`config.mk`:
```
export PLATFORM = sky130hd
export DESIGN_NAME = pulse_rate_meter
export DESIGN_NICKNAME = d
export VERILOG_FILES = /design/src/rtl/prm_pkg.sv /design/src/rtl/pulse_rate_meter.sv
export SDC_FILE = /design/constraint.sdc
export NUM_CORES = 1
export LEC_CHECK = 0
export BUFFER_PORTS_ARGS = -buffer_cell sky130_fd_sc_hd__buf_2
export CAP_MARGIN = 20
export CORE_ASPECT_RATIO = 1.25
export CORE_MARGIN = 3
export CORE_UTILIZATION = 30
export DETAILED_ROUTE_END_ITERATION = 6
export PLACE_DENSITY_LB_ADDON = 0.08
export SLEW_MARGIN = 20
export SYNTH_ARGS = -nofsm -noshare
export SYNTH_HDL_FRONTEND = slang
export SYNTH_SLANG_ARGS = --single-unit
```
`constraint.sdc`:
```
create_clock -name clk -period 7.8 [get_ports clk]
set_input_delay 0.78 -clock clk [delete_from_list [all_inputs] [get_ports clk]]
set_output_delay 0.78 -clock clk [all_outputs]
set_load 0.01 [all_outputs]
```
`src/rtl/prm_pkg.sv`:
```
// shared types and constants for the pulse rate meter
`default_nettype none
package prm_pkg;

	localparam int DEFAULT_SAMPLE_BITS = 12;
	localparam int DEFAULT_TIME_BITS   = 32;

	localparam int THRESHOLD_BITS = 12;
	localparam int PPM_BITS       = 4;
	localparam int CFG_DATA_BITS  = 12;
	localparam int CFG_ADDR_BITS  = 1;

	localparam int RATE_BITS     = 27;
	localparam int OUT_DATA_BITS = ((RATE_BITS + 7) / 8) * 8;
	localparam int ITER_BITS     = $clog2(RATE_BITS);

	localparam logic [THRESHOLD_BITS-1:0] THRESHOLD_RESET = 12'd2380;
	localparam logic [PPM_BITS-1:0]       PPM_RESET       = 4'd5;
	localparam logic [PPM_BITS-1:0]       PPM_MIN         = 4'd2;

	// hundredths of pulses per minute for one pulse interval per millisecond
	localparam logic [22:0] CENTI_PPM_PER_INTERVAL = 23'd6000000;

	localparam logic [CFG_ADDR_BITS-1:0] REG_THRESHOLD = 1'b0;
	localparam logic [CFG_ADDR_BITS-1:0] REG_PULSES    = 1'b1;

	typedef enum logic [1:0] {
		ST_IDLE,
		ST_DIV,
		ST_WRITE
	} state_t;

endpackage
`default_nettype wire

```
`src/rtl/pulse_rate_meter.sv`:
```
// pulse rate meter: rising-edge pulse counter with iterative rate divider
//
// Each input transaction carries one sensor sample and its millisecond timestamp. A pulse is
// a sample above threshold after one that was not. The Nth pulse of a measurement produces one
// output transaction with the rate in hundredths of pulses per minute, (N-1)*6000000 divided
// by the milliseconds since the first pulse, truncated; a zero interval gives rate 0 with the
// zero_interval flag set. A sample that does not complete a measurement leaves the meter ready for
// the next. A completing sample holds off the next transaction through acceptance, 27 iterations
// of the shared restoring divider (one quotient bit each) and the write of the output register,
// which waits while an earlier result is still untaken; a zero interval skips the divider. The
// output register lets samples keep flowing while a result waits to be taken.
`default_nettype none
module pulse_rate_meter #(
	parameter int SAMPLE_BITS = prm_pkg::DEFAULT_SAMPLE_BITS,
	parameter int TIME_BITS   = prm_pkg::DEFAULT_TIME_BITS
) (
	input  wire logic                                          clk,
	input  wire logic                                          arst_n,
	input  wire logic                                          cfg_we,
	input  wire logic [prm_pkg::CFG_ADDR_BITS-1:0]             cfg_addr,
	input  wire logic [prm_pkg::CFG_DATA_BITS-1:0]             cfg_wdata,
	input  wire logic                                          s_axis_tvalid,
	output logic                                               s_axis_tready,
	// sample, time_ms
	input  wire logic [((SAMPLE_BITS+TIME_BITS+7)/8)*8-1:0]    s_axis_tdata,
	output logic                                               m_axis_tvalid,
	input  wire logic                                          m_axis_tready,
	// rate_centi_ppm
	output logic [prm_pkg::OUT_DATA_BITS-1:0]                  m_axis_tdata,
	// zero_interval
	output logic                                               m_axis_tuser
);
	import prm_pkg::*;

	localparam int CMP_BITS = (SAMPLE_BITS > THRESHOLD_BITS) ? SAMPLE_BITS : THRESHOLD_BITS;
	localparam int REM_BITS = TIME_BITS + 1;

	state_t state_q, state_d;

	logic [THRESHOLD_BITS-1:0] thr_q;
	logic [PPM_BITS-1:0]       ppm_q;
	logic                      was_high_q;
	logic [PPM_BITS-1:0]       count_q;
	logic [TIME_BITS-1:0]      first_q;

	logic [RATE_BITS-1:0] num_q;
	logic [REM_BITS-1:0]  rem_q;
	logic [TIME_BITS-1:0] den_q;
	logic [RATE_BITS-1:0] quo_q;
	logic                 err_q;
	logic [ITER_BITS-1:0] iter_q;

	logic                 m_valid_q;
	logic [RATE_BITS-1:0] rate_q;
	logic                 zi_q;

	logic [SAMPLE_BITS-1:0] sample;
	logic [TIME_BITS-1:0]   now;
	logic                   in_fire;
	logic                   high;
	logic                   rise;
	logic [PPM_BITS-1:0]    n_eff;
	logic [PPM_BITS-1:0]    count_inc;
	logic                   complete;
	logic [TIME_BITS-1:0]   elapsed;
	logic                   elapsed_zero;
	logic [RATE_BITS-1:0]   numer;
	logic [REM_BITS-1:0]    trial;
	logic [REM_BITS:0]      diff;
	logic                   ge;
	logic                   load_out;

	assign sample  = s_axis_tdata[SAMPLE_BITS-1:0];
	assign now     = s_axis_tdata[SAMPLE_BITS +: TIME_BITS];
	assign in_fire = s_axis_tvalid && s_axis_tready;

	assign high         = CMP_BITS'(sample) > CMP_BITS'(thr_q);
	assign rise         = high && !was_high_q;
	assign n_eff        = (ppm_q < PPM_MIN) ? PPM_MIN : ppm_q;
	assign count_inc    = count_q + 1'b1;
	assign complete     = rise && (count_inc >= n_eff);
	assign elapsed      = now - first_q;
	assign elapsed_zero = (elapsed == '0);
	assign numer        = RATE_BITS'((n_eff - 1'b1) * CENTI_PPM_PER_INTERVAL);

	assign trial = {rem_q[REM_BITS-2:0], num_q[RATE_BITS-1]};
	assign diff  = {1'b0, trial} - {2'b00, den_q};
	assign ge    = !diff[REM_BITS];

	always_comb begin
		state_d = state_q;
		case (state_q)
			ST_IDLE: begin
				if (in_fire && complete) begin
					state_d = elapsed_zero ? ST_WRITE : ST_DIV;
				end
			end
			ST_DIV: begin
				if (iter_q == '0) begin
					state_d = ST_WRITE;
				end
			end
			ST_WRITE: begin
				if (load_out) begin
					state_d = ST_IDLE;
				end
			end
			default: state_d = ST_IDLE;
		endcase
	end

	always_comb begin
		s_axis_tready = (state_q == ST_IDLE);
		load_out      = (state_q == ST_WRITE) && (!m_valid_q || m_axis_tready);
	end

	always_ff @(posedge clk or negedge arst_n) begin
		if (!arst_n) begin
			state_q <= ST_IDLE;
		end else begin
			state_q <= state_d;
		end
	end

	always_ff @(posedge clk or negedge arst_n) begin
		if (!arst_n) begin
			thr_q <= THRESHOLD_RESET;
			ppm_q <= PPM_RESET;
		end else if (cfg_we) begin
			case (cfg_addr)
				REG_THRESHOLD: thr_q <= cfg_wdata[THRESHOLD_BITS-1:0];
				REG_PULSES:    ppm_q <= cfg_wdata[PPM_BITS-1:0];
				default:       ;
			endcase
		end
	end

	// pulse detection and measurement bookkeeping
	always_ff @(posedge clk or negedge arst_n) begin
		if (!arst_n) begin
			was_high_q <= 1'b0;
			count_q    <= '0;
			first_q    <= '0;
		end else if (in_fire) begin
			was_high_q <= high;
			if (rise) begin
				if (complete) begin
					count_q <= '0;
					first_q <= '0;
				end else begin
					count_q <= count_inc;
					if (count_inc == 4'd1) begin
						first_q <= now;
					end
				end
			end
		end
	end

	// shared restoring divider, one quotient bit per cycle
	always_ff @(posedge clk or negedge arst_n) begin
		if (!arst_n) begin
			iter_q <= '0;
		end else if (state_q == ST_IDLE) begin
			iter_q <= ITER_BITS'(RATE_BITS - 1);
		end else if (state_q == ST_DIV) begin
			iter_q <= iter_q - 1'b1;
		end
	end

	always_ff @(posedge clk) begin
		if (state_q == ST_IDLE) begin
			num_q <= numer;
			rem_q <= '0;
			den_q <= elapsed;
			quo_q <= '0;
			err_q <= elapsed_zero;
		end else if (state_q == ST_DIV) begin
			num_q <= {num_q[RATE_BITS-2:0], 1'b0};
			rem_q <= ge ? diff[REM_BITS-1:0] : trial;
			quo_q <= {quo_q[RATE_BITS-2:0], ge};
		end
	end

	// output register
	always_ff @(posedge clk or negedge arst_n) begin
		if (!arst_n) begin
			m_valid_q <= 1'b0;
		end else if (load_out) begin
			m_valid_q <= 1'b1;
		end else if (m_axis_tready) begin
			m_valid_q <= 1'b0;
		end
	end

	always_ff @(posedge clk) begin
		if (load_out) begin
			rate_q <= quo_q;
			zi_q   <= err_q;
		end
	end

	assign m_axis_tvalid = m_valid_q;
	assign m_axis_tdata  = OUT_DATA_BITS'(rate_q);
	assign m_axis_tuser  = zi_q;

endmodule
`default_nettype wire
```
==> Yosys cells after proc, flatten, opt, wreduce, memory -nomap -nowiden <==
Index checks and enable logic that the tools add are counted.
Widths: inputs -> output; s select.
{ "word_totals": {"regBits": 201, "out_inout_bits": 35, "wordCells": 67} }
{ "op_classes": {"n_addsub": 5, "multipliers": 1, "magnitude_cmp": 3, "eq_ne": 6, "muxes": 16, "bitwise": 1, "reduce_logical": 20} }
{ "op_table": {"columns": ["cell", "count"], "rows": [
  ["$mux 32", 3],
  ["$mux 27", 2],
  ["$sub 33x32->34", 1],
  ["$logic_not 32->1", 1],
  ["$sub 32x32->32", 1],
  ["$mul 27x16->20 const B", 1],
  ["$gt 12x12->1", 1],
  ["$mux 5", 2],
  ["$mux 2", 4],
  ["$mux 4", 2],
  ["$pmux 2 s3", 1],
  ["$reduce_and 2->1", 3],
  ["$reduce_and 3->1", 2],
  ["$reduce_bool 2->1", 3],
  ["$logic_and 1x1->1", 5],
  ["$logic_not 5->1", 1],
  ["$sub 4x1->5 const B", 1],
  ["$sub 5x1->5 const B", 1],
  ["$add 4x1->4 const B", 1],
  ["$eq 4x1->1 const B", 1],
  ["$ge 4x4->1", 1],
  ["$lt 4x2->1 const B", 1],
  ["$ne 2x2->1 const B", 2],
  ["$logic_not 1->1", 3],
  ["other kinds (7)", 8]
]} }

==> Depth between registers and ports, before layout <==
{ "depth": {"word_depth": 7, "depth_mapped": 24, "ltp_nobuf": 24} }

==> Worst setup path before layout <==
OpenSTA, ideal clock, no wires.
{ "synth_timing": {"path_kind": "flip-flop to flip-flop", "start": "register ppm_q[3]", "end": "register num_q[25] (data pin)", "arrival_ps": 5928, "t_required_ps": 7530, "setup_slack_ps": 1603, "path_stages_with_launch": 21, "synth_period_minus_slack_ps": 6197, "cell_sequence": "dfrtp_1 -> o31ai_1 -> ha_1 -> nand2_1 -> inv_1 -> ha_1 -> ha_1 -> inv_1 -> fa_1 -> inv_1 -> fa_1 -> inv_1 -> fa_1 -> inv_1 -> fa_1 -> ha_1 -> and3_1 -> a211o_1 -> a21oi_1 -> xor2_1 -> o21ai_0"} }
{ "synth_via": {"elab_chain_cells": 5} }
{ "synth_lines": {"columns": ["item", "line_no", "rtl"], "rows": [
  ["from (decl)", "pulse_rate_meter.sv:41", "logic [PPM_BITS-1:0] ppm_q;"],
  ["from (signal assigned)", "pulse_rate_meter.sv:132", "REG_PULSES: ppm_q <= cfg_wdata[PPM_BITS-1:0];"],
  ["$lt 4x2->1", "pulse_rate_meter.sv:79", "assign n_eff = (ppm_q < PPM_MIN) ? PPM_MIN : ppm_q;"],
  ["$mux 4 *", "pulse_rate_meter.sv:79", null],
  ["$sub 4x1->5 *", "pulse_rate_meter.sv:84", "assign numer = RATE_BITS'((n_eff - 1'b1) * CENTI_PPM_PER_INTERVAL);"],
  ["$mul 27x16->20 *", "pulse_rate_meter.sv:84", null],
  ["$mux 27 *", "pulse_rate_meter.sv:172", "if (state_q == ST_IDLE) begin"],
  ["to (signal assigned)", "pulse_rate_meter.sv:173", "num_q <= numer;"],
  ["to (signal assigned)", "pulse_rate_meter.sv:179", "num_q <= {num_q[RATE_BITS-2:0], 1'b0};"],
  ["to (decl)", "pulse_rate_meter.sv:46", "logic [RATE_BITS-1:0] num_q;"]
]} }
Every way passes the cells marked *; elsewhere a longest branch is shown, timed or not.
A chain may end at the register's enable or synchronous reset.

==> Worst setup path after layout <==
{ "layout_timing": {"start": "register ppm_q[2]", "end": "register num_q[25] (data pin)"} }
The elaborated chain is that of the path after synthesis.

==> flow_metrics.py <==
metrics = {
    "synth": {
        "async_flop_share": 0.303,
        "synth_largest_area_cell": "edfxtp_1",
        "leading_post_synthesis_cells_by_instance_count": "191 x inv_1, 171 x nand2_1, 150 x ha_1, 149 x o21ai_0, 81 x edfxtp_1",
        "synth.lib_cells_used.distinct": 81,
        "ys_seq_elements": 201,
        "yosys_warnings": 0,
        "post-synth-top-count-cell": "inv_1",
        "number_of_instances_in_the_synthesized_netlist": 1549,
        "synth.area.top_cells": "edfxtp_1 17%, ha_1 13%, dfrtp_1 9.6%",
        "synthesis.area_per_instance_sq_um": 9.10,
        "number_of_synthesized_flops_with_an_enable_pin": 81,
        "yosysTopAreaCellShare": 0.173,
        "synth_sequential_area_ratio": 0.365,
        "synth_top_flop_cell": "edfxtp_1",
        "mapped_cell_area_sq_um": 14100,
    },
    "job": {
        "timing.max_cap.violations": 0,
    },
    "clock_tree": {
        "clock-root-buffer": "clkbuf_16",
        "cts-hold-fix-buffers": 0,
        "cts_max_path_buffers": 3,
        "cts_tree": "done",
        "cts_max_level": 1,
        "insertion_delay_ps": 550,
        "clkSinkCount": 201,
        "cts_made_buffers": 25,
        "cts.repair_timing.setup_buffer_count": 0,
        "path_clk_slew_ps": 70,
        "postCtsResizedCells": 0,
    },
    "sta": {
        "clock_tree_skew_after_final_layout_ps": 17.0,
        "timing.final.max_slew_violations": 0,
        "worst_slew_pin_slew_ps": 894,
        "final_hold_viol_count": 0,
        "setup_total_negative_slack_ps": 0,
        "finalSetupViolations": 0,
        "fmax_mhz": 157,
        "grt_setup_unrepaired": "no",
        "crit_path_time_final_ps": 6380,
        "timing.max_slew.rel_slack": 0.404,
        "timing.final.crit_share": 0.818,
    },
    "place": {
        "io_buffers": 91,
        "weighted_congestion_reported_at_the_end_of_routability_driven_placement": 0.772,
        "hpwlAfterDp_mm": 26.5,
    },
    "global_route": {
        "first_pass_grt_wire_length_mm": 57.2,
        "global_route.overflow_total": 0,
        "first_global_vias": 10800,
        "track_usage": 0.142,
        "grt_start_max_net_pins": 92,
        "initial_antenna_violation_count": 7,
    },
    "floorplan": {
        "initial_utilization": 0.304,
        "floorplan_die_area_sq_um": 49600,
        "fp.dieW_microns": 200,
        "top_level_ports": 101,
        "rows": 88,
        "chipHeight_microns": 248,
        "core_region_area_sq_um": 46400,
    },
    "setup_path": {
        "worstSetupStartpointType": "flip-flop",
        "critical_path_class": "flip-flop to flip-flop",
        "timing.critical_path.fanout_max": 8,
        "end_kind": "flip-flop",
        "worst-endpoint-arrival_ps": 6660,
        "critical_path_required_ps": 8080,
    },
    "cells_and_area": {
        "final_nets": 1882,
        "area_growth_pct": 14.2,
        "drive_above_1_share": 0.110,
        "layout.core_utilization": 0.347,
    },
    "pwr": {
        "power.ir.vdd_worst_v": 0.000222,
        "p_leak_nw": 7.06,
        "cellPowerDensity_nw_per_um2": 404,
    },
    "outcome": {
        "status": "complete, no violations",
    },
    "drt": {
        "drt_pre_antenna_iters": 5,
        "drt-total-wl_mm": 34.4,
        "drt_drc_violations_left": 0,
        "num_vias": 10700,
        "detail_route.wl_per_cell_microns": 15.1,
        "via_density_per_instance": 4.70,
        "drt-initial-drc-count": 364,
        "route.antenna.remaining_nets": 0,
    },
    "worst_hold_path": {
        "worst_hold_check_path_type": "input port to asynchronous set/reset pin",
    },
}
## power by group
group | internal, mW | total, mW | switching [mW]
Combinational | 1.47 | 3.73 | 2.26
Clock | 0.704 | 1.18 | 0.478
Sequential | 1.49 | 1.60 | 0.103
## metrics by stage
step                setup WS (ps)  cell area [sq um]  power [mW]  instances  hold slack, ps
floorplan                    1600              14100        4.46       1553             400
global placement             1400              15200        5.39       2232             420
detailed placement           1350              15200        5.40       2232             423
CTS                          1340              16100        6.64       2278            17.6
global route                  995              16100        7.24       2279            28.4
finish                       1420              16100        6.51       2285            50.4
## worst paths after layout
path | startpoint | endpoint | cells past startpoint | slack (ps)
max | ppm_q[2] | num_q[25] | 21 | 1420
min | arst_n | first_q[14] | 1 | 50
max reg2reg | ppm_q[2] | num_q[25] | 21 | 1420
min reg2reg | quo_q[26] | rate_q[26] | 0 | 440
max in group asynchronous | arst_n | state_q[1] | 2 | 6700
min in group clk | quo_q[26] | rate_q[26] | 0 | 440
## cells in the final DEF (no fill, tap or decap), drive strengths merged, types with 37 or more instances in the layout
cell type,Yosys,final
a21o,37,37
a21oi,75,75
buf,13,106
dfrtp,54,54
dfxtp,59,59
edfxtp,81,81
ha,150,150
inv,193,194
nand2,171,171
nand3,66,66
nor2,64,64
o21ai,154,154
xnor2,41,41
## cell families (layout without fill, tap and decap cells)
kind of cell             Yosys count  count (layout)  synth area share
adder cells (fa/ha/maj)          186             186             0.184
buffers and inverters            250             346            0.0691
AND/OR/NAND/NOR                  432             432             0.145
AO/OA/AOI/OAI                    374             374             0.167
multiplexers                      40              40            0.0291
flip-flops                       201             201             0.365
other                              1              11          0.000266
XOR/XNOR                          65              65            0.0404
## sequential cells by signal (all words and copies together) (netlist names)
signal / flops
was_high_q: 1
rate_q: 27
m_axis_tvalid: 1
m_axis_tuser: 1
den_q: 32
thr_q: 12
num_q: 20
err_q: 1
count_q: 4
rem_q: 32
iter_q: 5
quo_q: 27
first_q: 32
state_q: 2
ppm_q: 4
## final cells by class
class / count / area (sq um)
Antenna cell: 6 / 15.0
Inverter: 194 / 728
Fill cell: 4809 / 30300
Multi-Input combinational cell: 1102 / 8000
Timing Repair Buffer: 106 / 578
Clock inverter: 15 / 136
Tap cell: 630 / 788
Sequential cell: 201 / 5150
Clock buffer: 31 / 701
## worst max-delay path, stage by stage (launching register included)
cell and delay, ps:
dfstp_2 580, nor2_1 90, nor2_1 250, ha_1 290
nand2_1 320, inv_1 270, ha_1 300, ha_1 320
inv_1 60, fa_1 620, inv_1 90, fa_1 530
inv_1 60, fa_1 540, inv_1 60, fa_1 450
ha_1 370, and3_1 200, a211o_1 290, a21oi_1 180
xor2_1 160, o21ai_0 90
## per-layer routing
| metal | part of all wire | vias up | global-route usage | wire, microns |
|---|---|---|---|---|
| li1 | - | 5573 | - | - |
| met5 | 0.00073 | - | 0 | 25 |
| met4 | 0.021 | 4 | 0.0349 | 712 |
| met1 | 0.46 | 4989 | 0.185 | 15900 |
| met2 | 0.47 | 134 | 0.242 | 16200 |
| met3 | 0.048 | 39 | 0.0291 | 1640 |
(Power assumes the default switching activity.)
